### config.mk
export PLATFORM = sky130hd
export DESIGN_NAME = dial_to_bidirectional_pwm_core
export DESIGN_NICKNAME = d
export VERILOG_FILES = /design/src/hw/rtl/dtbp_pkg.sv /design/src/hw/rtl/dial_to_bidirectional_pwm_core.sv /design/src/hw/rtl/dtbp_prep.sv /design/src/hw/rtl/dtbp_div_cell.sv /design/src/hw/rtl/dtbp_scale.sv
export SDC_FILE = /design/constraint.sdc
export NUM_CORES = 2
export LEC_CHECK = 0
export BUFFER_PORTS_ARGS = -buffer_cell sky130_fd_sc_hd__buf_2
export CAP_MARGIN = 15
export CORE_MARGIN = 2
export CORE_UTILIZATION = 59
export DETAILED_ROUTE_END_ITERATION = 10
export GPL_TIMING_DRIVEN = 0
export PLACE_DENSITY_LB_ADDON = 0.1
export SLEW_MARGIN = 5
export SYNTH_ARGS = -nofsm -noshare
export SYNTH_HDL_FRONTEND = slang
export SYNTH_HIERARCHICAL = 1
export SYNTH_SLANG_ARGS = --single-unit
export TNS_END_PERCENT = 100
### constraint.sdc
create_clock -name clk -period 8.8 [get_ports clk]
set_clock_uncertainty 0.1 [all_clocks]
set_input_delay 0.44 -clock clk [delete_from_list [all_inputs] [get_ports clk]]
set_output_delay 0.44 -clock clk [all_outputs]
set_load 0.01 [all_outputs]
### src/hw/rtl/dtbp_pkg.sv
// ----------------------------------------------------------------------------
// dtbp_pkg
// shared types and constants of the dial to bidirectional pwm block
// ----------------------------------------------------------------------------
`default_nettype none

package dtbp_pkg;

    localparam int PCT_W       = 7;
    localparam int TIME_W      = 16;
    localparam int CFG_DATA_W  = 16;
    localparam int CFG_ADDR_W  = 2;
    localparam int OUT_DATA_W  = 48;
    localparam int PROD_W      = TIME_W + PCT_W;
    localparam int RECIP_W     = 24;
    localparam int RECIP_SHIFT = 30;

    localparam logic [PCT_W-1:0]   FULL_PCT     = 7'd100;
    localparam logic [PCT_W-1:0]   SNAP_LOW     = 7'd5;
    localparam logic [PCT_W-1:0]   SNAP_HIGH    = 7'd95;
    localparam logic [TIME_W-1:0]  PERIOD_RESET = 16'd10000;
    // ceil(2^30 / 100), exact floor division for products below 2^23
    localparam logic [RECIP_W-1:0] RECIP_100    = 24'd10737419;

    // result word layout
    localparam int OUT_FWD_LSB   = 0;
    localparam int OUT_PCT_LSB   = 1;
    localparam int OUT_ON_LSB    = 8;
    localparam int OUT_OFF_LSB   = 24;
    localparam int OUT_FAULT_LSB = 40;

    typedef enum logic [CFG_ADDR_W-1:0] {
        CFG_DIAL_LOW  = 2'd0,
        CFG_DIAL_MID  = 2'd1,
        CFG_DIAL_HIGH = 2'd2,
        CFG_PERIOD_US = 2'd3
    } cfg_index_t;

    typedef struct packed {
        logic fwd;
        logic fault;
        logic force_zero;
        logic force_full;
    } dtbp_flags_t;

endpackage

`default_nettype wire

### src/hw/rtl/dial_to_bidirectional_pwm_core.sv
// ----------------------------------------------------------------------------
// dial_to_bidirectional_pwm_core
// maps a dial sample to motor direction, duty percentage and pwm times
// ----------------------------------------------------------------------------
// usage
//   s_tvalid/s_tready/s_tdata carry one dial sample per request, the sample in
//   the low SAMPLE_BITS of s_tdata. m_tvalid/m_tready/m_tdata return one
//   result per sample, in order.
//   calibration (dial low, mid, high) and the pwm period are written through
//   cfg_we/cfg_addr/cfg_wdata while no request is in flight.
//   an accepted sample reaches m_tvalid through one set-up
//   stage, seven division cells (one quotient bit each) and two scaling
//   stages. every stage carries its own valid, so while the receiver does
//   not stall, a new sample is taken every cycle and throughput is one request per cycle.
//   when the receiver stalls, the output register holds its result and the
//   stages behind it fill up one by one; s_tready only falls once every
//   stage holds a request. empty stages close up while stalled.
//   reset clears all valids and loads the calibration defaults: low 0,
//   mid at half scale, high at full scale, period 10000 us.
// ----------------------------------------------------------------------------
`default_nettype none

module dial_to_bidirectional_pwm_core
    import dtbp_pkg::*;
#(
    parameter int SAMPLE_BITS = 10
)
(
    input  wire logic                            clk,
    input  wire logic                            rst_n,
    input  wire logic                            s_tvalid,
    output logic                                 s_tready,
    // [SAMPLE_BITS-1:0] dial_sample, rest zero
    input  wire logic [((SAMPLE_BITS+7)/8)*8-1:0] s_tdata,
    output logic                                 m_tvalid,
    input  wire logic                            m_tready,
    // [0] forward, [7:1] duty_percent, [23:8] on_time_us,
    // [39:24] off_time_us, [40] calib_fault, rest zero
    output logic [OUT_DATA_W-1:0]                m_tdata,
    input  wire logic                            cfg_we,
    input  wire logic [CFG_ADDR_W-1:0]           cfg_addr,
    input  wire logic [CFG_DATA_W-1:0]           cfg_wdata
);

    localparam int SB     = SAMPLE_BITS;
    localparam int REM_W  = SB + PCT_W;
    localparam int NCELLS = PCT_W;

    logic [SB-1:0]     dial_low_reg;
    logic [SB-1:0]     dial_mid_reg;
    logic [SB-1:0]     dial_high_reg;
    logic [TIME_W-1:0] period_us_reg;

    always_ff @(posedge clk or negedge rst_n)
    begin
        if (!rst_n)
        begin
            dial_low_reg  <= '0;
            dial_mid_reg  <= {1'b1, {(SB-1){1'b0}}};
            dial_high_reg <= '1;
            period_us_reg <= PERIOD_RESET;
        end
        else if (cfg_we)
        begin
            case (cfg_index_t'(cfg_addr))
                CFG_DIAL_LOW:  dial_low_reg  <= cfg_wdata[SB-1:0];
                CFG_DIAL_MID:  dial_mid_reg  <= cfg_wdata[SB-1:0];
                CFG_DIAL_HIGH: dial_high_reg <= cfg_wdata[SB-1:0];
                CFG_PERIOD_US: period_us_reg <= cfg_wdata[TIME_W-1:0];
                default:       ;
            endcase
        end
    end

    // links between stages: 0 is the set-up stage, NCELLS the last cell
    logic              link_valid [0:NCELLS];
    logic              link_ready [0:NCELLS];
    dtbp_flags_t       link_flags [0:NCELLS];
    logic [REM_W-1:0]  link_rem   [0:NCELLS];
    logic [SB-1:0]     link_span  [0:NCELLS];
    logic [PCT_W-1:0]  link_quo   [0:NCELLS];

    dtbp_prep #(
        .SB (SB)
    ) u_prep (
        .clk       (clk),
        .rst_n     (rst_n),
        .in_valid  (s_tvalid),
        .in_ready  (s_tready),
        .sample    (s_tdata[SB-1:0]),
        .dial_low  (dial_low_reg),
        .dial_mid  (dial_mid_reg),
        .dial_high (dial_high_reg),
        .out_valid (link_valid[0]),
        .out_ready (link_ready[0]),
        .out_flags (link_flags[0]),
        .out_rem   (link_rem[0]),
        .out_span  (link_span[0])
    );

    assign link_quo[0] = '0;

    genvar i;
    generate
        for (i = 0; i < NCELLS; i++)
        begin : g_cell
            dtbp_div_cell #(
                .SB  (SB),
                .BIT (NCELLS - 1 - i)
            ) u_cell (
                .clk       (clk),
                .rst_n     (rst_n),
                .in_valid  (link_valid[i]),
                .in_ready  (link_ready[i]),
                .in_flags  (link_flags[i]),
                .in_rem    (link_rem[i]),
                .in_span   (link_span[i]),
                .in_quo    (link_quo[i]),
                .out_valid (link_valid[i+1]),
                .out_ready (link_ready[i+1]),
                .out_flags (link_flags[i+1]),
                .out_rem   (link_rem[i+1]),
                .out_span  (link_span[i+1]),
                .out_quo   (link_quo[i+1])
            );
        end
    endgenerate

    dtbp_scale u_scale (
        .clk       (clk),
        .rst_n     (rst_n),
        .in_valid  (link_valid[NCELLS]),
        .in_ready  (link_ready[NCELLS]),
        .in_flags  (link_flags[NCELLS]),
        .in_quo    (link_quo[NCELLS]),
        .period_us (period_us_reg),
        .m_tvalid  (m_tvalid),
        .m_tready  (m_tready),
        .m_tdata   (m_tdata)
    );

endmodule

`default_nettype wire

### src/hw/rtl/dtbp_prep.sv
// ----------------------------------------------------------------------------
// dtbp_prep
// picks direction, distance from mid and span, flags the special spans
// ----------------------------------------------------------------------------
`default_nettype none

module dtbp_prep
    import dtbp_pkg::*;
#(
    parameter int SB = 10
)
(
    input  wire logic              clk,
    input  wire logic              rst_n,
    input  wire logic              in_valid,
    output logic                   in_ready,
    input  wire logic [SB-1:0]     sample,
    input  wire logic [SB-1:0]     dial_low,
    input  wire logic [SB-1:0]     dial_mid,
    input  wire logic [SB-1:0]     dial_high,
    output logic                   out_valid,
    input  wire logic              out_ready,
    output dtbp_flags_t            out_flags,
    output logic [SB+PCT_W-1:0]    out_rem,
    output logic [SB-1:0]          out_span
);

    localparam int REM_W = SB + PCT_W;

    logic               valid_reg;
    dtbp_flags_t        flags_reg, flags_next;
    logic [REM_W-1:0]   rem_reg;
    logic [SB-1:0]      span_reg;

    logic               hi_gt_lo;
    logic               upper_side;
    logic [SB-1:0]      num;
    logic [SB-1:0]      span_a;
    logic [SB-1:0]      span_b;
    logic [SB:0]        span_diff;
    logic [REM_W-1:0]   dividend;
    logic               ovf;

    always_comb
    begin
        hi_gt_lo = dial_high > dial_low;
        if (hi_gt_lo)
        begin
            upper_side = sample >= dial_mid;
            span_a     = upper_side ? dial_high : dial_mid;
            span_b     = upper_side ? dial_mid  : dial_low;
        end
        else
        begin
            upper_side = sample > dial_mid;
            span_a     = upper_side ? dial_low : dial_mid;
            span_b     = upper_side ? dial_mid : dial_high;
        end
        num       = upper_side ? (sample - dial_mid) : (dial_mid - sample);
        span_diff = {1'b0, span_a} - {1'b0, span_b};
        dividend  = {{PCT_W{1'b0}}, num} * {{SB{1'b0}}, FULL_PCT};
        // quotient would not fit seven bits: saturates to full anyway
        ovf       = dividend >= {span_diff[SB-1:0], {PCT_W{1'b0}}};

        // forward when the sample is on the low side of a normal dial,
        // or on the high side of a mirrored one
        flags_next.fwd        = hi_gt_lo ? !upper_side : upper_side;
        flags_next.fault      = span_diff == '0;
        flags_next.force_zero = span_diff[SB];
        flags_next.force_full = !span_diff[SB] && ovf;
    end

    assign in_ready = !valid_reg || out_ready;

    always_ff @(posedge clk or negedge rst_n)
    begin
        if (!rst_n)
        begin
            valid_reg <= 1'b0;
        end
        else if (in_ready)
        begin
            valid_reg <= in_valid;
        end
    end

    always_ff @(posedge clk)
    begin
        if (in_ready && in_valid)
        begin
            flags_reg <= flags_next;
            rem_reg   <= dividend;
            span_reg  <= span_diff[SB-1:0];
        end
    end

    assign out_valid = valid_reg;
    assign out_flags = flags_reg;
    assign out_rem   = rem_reg;
    assign out_span  = span_reg;

endmodule

`default_nettype wire

### src/hw/rtl/dtbp_div_cell.sv
// ----------------------------------------------------------------------------
// dtbp_div_cell
// one restoring division step, resolves a single quotient bit per request
// ----------------------------------------------------------------------------
`default_nettype none

module dtbp_div_cell
    import dtbp_pkg::*;
#(
    parameter int SB  = 10,
    parameter int BIT = 6
)
(
    input  wire logic              clk,
    input  wire logic              rst_n,
    input  wire logic              in_valid,
    output logic                   in_ready,
    input  wire dtbp_flags_t       in_flags,
    input  wire logic [SB+PCT_W-1:0] in_rem,
    input  wire logic [SB-1:0]     in_span,
    input  wire logic [PCT_W-1:0]  in_quo,
    output logic                   out_valid,
    input  wire logic              out_ready,
    output dtbp_flags_t            out_flags,
    output logic [SB+PCT_W-1:0]    out_rem,
    output logic [SB-1:0]          out_span,
    output logic [PCT_W-1:0]       out_quo
);

    localparam int REM_W = SB + PCT_W;

    logic               valid_reg;
    dtbp_flags_t        flags_reg;
    logic [REM_W-1:0]   rem_reg, rem_next;
    logic [SB-1:0]      span_reg;
    logic [PCT_W-1:0]   quo_reg, quo_next;

    logic [REM_W-1:0]   trial;
    logic               take;

    always_comb
    begin
        trial    = {{PCT_W{1'b0}}, in_span} << BIT;
        take     = in_rem >= trial;
        rem_next = take ? (in_rem - trial) : in_rem;
        quo_next = in_quo;
        quo_next[BIT] = take;
    end

    assign in_ready = !valid_reg || out_ready;

    always_ff @(posedge clk or negedge rst_n)
    begin
        if (!rst_n)
        begin
            valid_reg <= 1'b0;
        end
        else if (in_ready)
        begin
            valid_reg <= in_valid;
        end
    end

    always_ff @(posedge clk)
    begin
        if (in_ready && in_valid)
        begin
            flags_reg <= in_flags;
            rem_reg   <= rem_next;
            span_reg  <= in_span;
            quo_reg   <= quo_next;
        end
    end

    assign out_valid = valid_reg;
    assign out_flags = flags_reg;
    assign out_rem   = rem_reg;
    assign out_span  = span_reg;
    assign out_quo   = quo_reg;

endmodule

`default_nettype wire

### src/hw/rtl/dtbp_scale.sv
// ----------------------------------------------------------------------------
// dtbp_scale
// deadband snapping, on and off times, output register
// ----------------------------------------------------------------------------
`default_nettype none

module dtbp_scale
    import dtbp_pkg::*;
(
    input  wire logic                  clk,
    input  wire logic                  rst_n,
    input  wire logic                  in_valid,
    output logic                       in_ready,
    input  wire dtbp_flags_t           in_flags,
    input  wire logic [PCT_W-1:0]      in_quo,
    input  wire logic [TIME_W-1:0]     period_us,
    output logic                       m_tvalid,
    input  wire logic                  m_tready,
    output logic [OUT_DATA_W-1:0]      m_tdata
);

    // product stage
    logic               prod_valid_reg;
    logic [PROD_W-1:0]  prod_reg;
    logic [PCT_W-1:0]   pct_reg, pct_next;
    logic               fwd_reg;
    logic               fault_reg;
    logic               prod_ready;

    // output stage
    logic                   out_valid_reg;
    logic [OUT_DATA_W-1:0]  tdata_reg, tdata_next;

    logic [PROD_W+RECIP_W-1:0] on_wide;
    logic [TIME_W-1:0]         on_time;
    logic [TIME_W-1:0]         off_time;

    always_comb
    begin
        if (in_flags.force_zero)
            pct_next = '0;
        else if (in_flags.force_full)
            pct_next = FULL_PCT;
        else if (in_quo <= SNAP_LOW)
            pct_next = '0;
        else if (in_quo >= SNAP_HIGH)
            pct_next = FULL_PCT;
        else
            pct_next = in_quo;
    end

    assign prod_ready = !out_valid_reg || m_tready;
    assign in_ready   = !prod_valid_reg || prod_ready;

    always_ff @(posedge clk or negedge rst_n)
    begin
        if (!rst_n)
        begin
            prod_valid_reg <= 1'b0;
        end
        else if (in_ready)
        begin
            prod_valid_reg <= in_valid;
        end
    end

    always_ff @(posedge clk)
    begin
        if (in_ready && in_valid)
        begin
            prod_reg  <= {{PCT_W{1'b0}}, period_us} * {{TIME_W{1'b0}}, pct_next};
            pct_reg   <= pct_next;
            fwd_reg   <= in_flags.fwd;
            fault_reg <= in_flags.fault;
        end
    end

    // divide by 100 through the reciprocal
    always_comb
    begin
        on_wide  = {{RECIP_W{1'b0}}, prod_reg} * {{PROD_W{1'b0}}, RECIP_100};
        on_time  = on_wide[RECIP_SHIFT +: TIME_W];
        off_time = period_us - on_time;

        tdata_next = '0;
        tdata_next[OUT_FWD_LSB]            = fwd_reg;
        tdata_next[OUT_PCT_LSB +: PCT_W]   = pct_reg;
        tdata_next[OUT_ON_LSB +: TIME_W]   = on_time;
        tdata_next[OUT_OFF_LSB +: TIME_W]  = off_time;
        tdata_next[OUT_FAULT_LSB]          = fault_reg;
    end

    always_ff @(posedge clk or negedge rst_n)
    begin
        if (!rst_n)
        begin
            out_valid_reg <= 1'b0;
        end
        else if (prod_ready)
        begin
            out_valid_reg <= prod_valid_reg;
        end
    end

    always_ff @(posedge clk)
    begin
        if (prod_ready && prod_valid_reg)
        begin
            tdata_reg <= tdata_next;
        end
    end

    assign m_tvalid = out_valid_reg;
    assign m_tdata  = tdata_reg;

endmodule

`default_nettype wire

Word level (Yosys, flattened, before mapping)
Index checks and enable logic that the tools add are counted.
- bits in registers: 376
- bits of input ports: 39
- output and inout port bits: 50
- logic and storage cells: 160
- $add $sub $neg: 10
- multipliers: 3
- $lt $le $gt $ge: 13
- equal/unequal tests: 3
- mux-type cells: 19
- reduce and logical (&&, ||, !) cells: 39
- operators by type and width (kind ; number):
    2-to-1 mux 17 bit ; 6
    2-to-1 mux 10 bit ; 7
    multiplier 23 x 24 -> 46 bit, second input constant ; 1
    2-to-1 mux 7 bit ; 4
    multiplier 16 x 7 -> 23 bit ; 1
    > comparator 10 bit ; 2
    subtractor 10 bit ; 2
    >= comparator 17 x 10 -> 1 bit ; 1
    >= comparator 17 x 11 -> 1 bit ; 1
    >= comparator 17 x 12 -> 1 bit ; 1
    >= comparator 17 x 13 -> 1 bit ; 1
    >= comparator 17 x 14 -> 1 bit ; 1
    >= comparator 17 x 15 -> 1 bit ; 1
    >= comparator 17 x 16 -> 1 bit ; 1
    >= comparator 17 bit ; 1
    subtractor 17 x 11 -> 17 bit ; 1
    subtractor 17 x 12 -> 17 bit ; 1
    subtractor 17 x 13 -> 17 bit ; 1
    subtractor 17 x 14 -> 17 bit ; 1
    subtractor 17 x 15 -> 17 bit ; 1
    subtractor 17 x 16 -> 17 bit ; 1
    subtractor 16 bit ; 1
    multiplier 10 x 5 -> 15 bit, second input constant ; 1
    zero test 1 bit ; 12
    other kinds (12) ; 36

Logic depth before layout (Yosys ltp)
- depth in word-level cells: 12
- mapped depth: 41
- mapped depth without buffers: 41

Cells and area by module
The synthesis kept the hierarchy.
- modules (own cells, without submodules) (module ; times used ; cells each ; area an instance (µm²) ; sequential area each (µm²)):
    dtbp_scale ; 1 ; 1526 ; 15780.1 ; 2242.2
    dtbp_prep ; 1 ; 481 ; 4195.3 ; 895.9
    dtbp_div_cell at g_cell[6].u_cell ; 1 ; 186 ; 2183.3 ; 1166.1
    dtbp_div_cell at g_cell[1].u_cell ; 1 ; 148 ; 2029.4 ; 1166.1
    dtbp_div_cell at g_cell[5].u_cell ; 1 ; 155 ; 2024.4 ; 1166.1
    dtbp_div_cell at g_cell[2].u_cell ; 1 ; 145 ; 2000.7 ; 1166.1
    dtbp_div_cell at g_cell[3].u_cell ; 1 ; 154 ; 1993.2 ; 1166.1
    dtbp_div_cell at g_cell[4].u_cell ; 1 ; 150 ; 1936.9 ; 1166.1
    dtbp_div_cell at g_cell[0].u_cell ; 1 ; 147 ; 1935.6 ; 1166.1
    dial_to_bidirectional_pwm_core ; 1 ; 101 ; 1809.2 ; 1171.1

Worst setup path after synthesis
No wires, ideal clock.
- path kind: reg2reg
- from: register u_scale.prod_reg[6]
- to: register u_scale.tdata_reg[39], in the netlist u_scale/m_tdata[39], data pin
- setup time: 0.263 ns
- data arrival time: 8.639 ns
- required time: 8.437 ns
- slack: -0.202 ns
- cell stages (with the launch flop): 39
- buffers on the path: 0
- clock period less this slack: 9.002 ns
- cells stage by stage: edfxtp_1 > fa_1 > fa_1 > inv_1 > fa_1 > fa_1 > inv_1 > fa_1 > fa_1 > inv_1 > fa_1 > inv_1 > ha_1 > nand2_1 > nor4_1 > a32oi_1 > o21a_1 > and2_1 > [... 3 more ...] > nor2_1 > o21ai_0 > a21boi_0 > xnor2_1 > ha_1 > nor2b_1 > o31a_1 > o21ai_0 > a21boi_0 > a221oi_2 > nand4_1 > maj3_2 > maj3_4 > a211oi_4 > o31ai_2 > a211oi_2 > a211oi_2 > xor2_1
- longest elaborated chain between the ends: 2
- RTL lines (item ; RTL line ; source):
    start, declared ; dtbp_scale.sv:24 ; logic [PROD_W-1:0] prod_reg;
    start signal, assigned ; dtbp_scale.sv:71 ; prod_reg <= {{PCT_W{1'b0}}, period_us} * {{TIME_W{1'b0}}, pct_next};
    multiplier 23 x 24 -> 46 bit ; dtbp_scale.sv:81 ; on_wide = {{RECIP_W{1'b0}}, prod_reg} * {{PROD_W{1'b0}}, RECIP_100};
    named net u_scale.on_wide[30] ; dtbp_scale.sv:34 ; logic [PROD_W+RECIP_W-1:0] on_wide;
    subtractor 16 bit ; dtbp_scale.sv:83 ; off_time = period_us - on_time;
    named net u_scale.off_time[15] ; dtbp_scale.sv:36 ; logic [TIME_W-1:0] off_time;
    end signal, assigned ; dtbp_scale.sv:109 ; tdata_reg <= tdata_next;
    end, declared ; dtbp_scale.sv:32 ; logic [OUT_DATA_W-1:0] tdata_reg, tdata_next;
The timed path passes the listed nets, and every way through them passes these cells.
A chain may end at the register's enable or synchronous reset.

Final worst setup path
- from: register u_scale.prod_reg[5]
- to: register u_scale.tdata_reg[39], in the netlist u_scale/m_tdata[39], data pin
The elaborated chain is that of the path after synthesis.

==> impl_metrics.tcl <==
set metrics [dict create \
    status "finished, violations left" \
    violations "setup timing" \
    layout-drive-gt1-share_pct 14.7 \
    synth.avg_cell_area_sq_um 11.1 \
    report.final.slew_viol_count 0 \
    tightest_slew_ns 0.993 \
    maxCapViolCount 0 \
    fp-row-count 87 \
    io_pins 89 \
    viasPerCell 5.64 \
    largest_register_ffs 102 \
    path_class "reg2reg" \
    critPathTopFamily "adder cells" \
    drt_iter0_drc 1276 \
    fmax_mhz 106 \
    top_layer "met4" \
    synth_warnings 6 \
    cts.htree.levels 2 \
    cp.buffers_inverters 6 \
    dp_hpwl_um 60700 \
    holdWs_ns 0.0243 \
    cts_tree "yes" \
    wl_met3_um 4080 \
    max_stage_delay_ns 0.58 \
    start_util_pct 59.8 \
    wl_met1_um 33200 \
    grt_pass1_wl_um 122000 \
    cts_inserted_buffers 42 \
    arrival_ns 9.66 \
    routedWlPerCell_um 18.6 \
    route.vias.total 22700 \
    critPathMaxFanout 5 \
    critPathCaptureType "register" \
    hold_path.class "in2reg" \
    die_area_sq_mm 0.0592 \
    portBuffers 75 \
    crit_path_start_kind "register" \
    clockBufferDepth 3 \
    syn-cell-area_sq_mm 0.0338 \
    n_antenna_cell 0 \
    drc 0 \
    firstDrtPassIters 6 \
    overflow 0 \
    syn_inst 3042 \
    ant_nets 0 \
    grt_pass1_vias 23500 \
    fin_ws_ns -0.641 \
    grt_usage_pct 25.7 \
    post-route-util_pct 66.0 \
    cp_common_cell "fa_1" \
    antenna_found_initial 0 \
    clkSinkCount 376 \
    crit_path_top_delay_cell "fa_1" \
    gp_congestion 0.951 \
    grt_max_degree 57 \
    rsz0062_at_grt "true" \
    period_share_pct 107 \
    required_ns 9.02 \
    root_buffer "clkbuf_16" \
    final_nets 3989 \
    clk_latency_ns 0.58 \
    route.met2.wl_um 35600 \
    areaGrowthSynthToFinish_pct 10.4 \
    slew_headroom_pct 33.8 \
    period_minus_slack_ns 9.44 \
    die_w_um 243 \
    core_area_sq_mm 0.0565 \
    hold_viol_final 0 \
    fp.dieH_um 243 \
    setup_viol 7 \
    routed_wl_um 74700 \
    clk_pin_slew_worst_paths_ns 0.06 \
    fin_tns_setup_ns -2.72 \
]
## path summary, 6_finish.rpt
check / cells past startpoint / end / slack [ns] / startpoint
max: 35 / u_scale/m_tdata[39] / -0.64 / u_scale/prod_reg[5]
min: 2 / period_us_reg[13] / 0.02 / cfg_wdata[13]
max reg2reg: 35 / u_scale/m_tdata[39] / -0.64 / u_scale/prod_reg[5]
min reg2reg: 0 / u_scale/fwd_reg / 0.30 / g_cell[6].u_cell/out_flags[3]
max in group asynchronous: 2 / g_cell[4].u_cell/out_valid / 7.76 / rst_n
min in group asynchronous: 2 / period_us_reg[5] / 0.35 / rst_n
## cell usage in the layout (no fill, tap or decap), types with 39 or more instances in the layout
cell type,count
fa_1,274
a21oi_1,129
buf_4,67
edfxtp_1,320
xor2_1,52
nor2_1,87
ha_1,430
a21o_1,43
o21ai_0,75
buf_2,91
and2_1,40
xnor2_1,75
dfrtp_1,40
mux2_2,39
clkbuf_16,44
nor3_1,45
inv_1,531
nand2_1,199
## final cells by class
cell class | count | area [sq um]
inverters | 535 | 2010
repair buffers | 139 | 923
clock inverters | 21 | 201
plain buffers | 68 | 492
multi-input cells | 2070 | 20500
well taps | 756 | 946
flip-flops and latches | 376 | 11000
fillers | 4367 | 19200
clock buffers | 52 | 1140
## repair_timing
item,4_1_cts,5_1_grt
endpoints found under the hold margin,4,40
setup buffers,26,26
gates cloned,0,0
hold buffers,4,1
resized for setup,21,30
pin swaps,21,42
setup endpoints to repair,9,9
## stage by stage
step                      area (sq um)  setup WS, ns  cells
final                            37300        -0.641   4017
after global routing             37300        -0.960   4017
after CTS                        36900        -0.596   3987
after detailed placement         35200         -1.23   3884
after global placement           35200         -1.12   3880
after floorplan                  33900       0.00268   3049
## layer usage
layer  vias to the layer above  GRT usage (%)
met3                       127           4.11
met4                         0           6.66
met2                       562           43.3
met5                         -              0
li1                      10900              -
met1                     11100           34.9
Power is not shown: default switching activity piles up to over one toggle a cycle in this logic, so the estimate is an artifact.
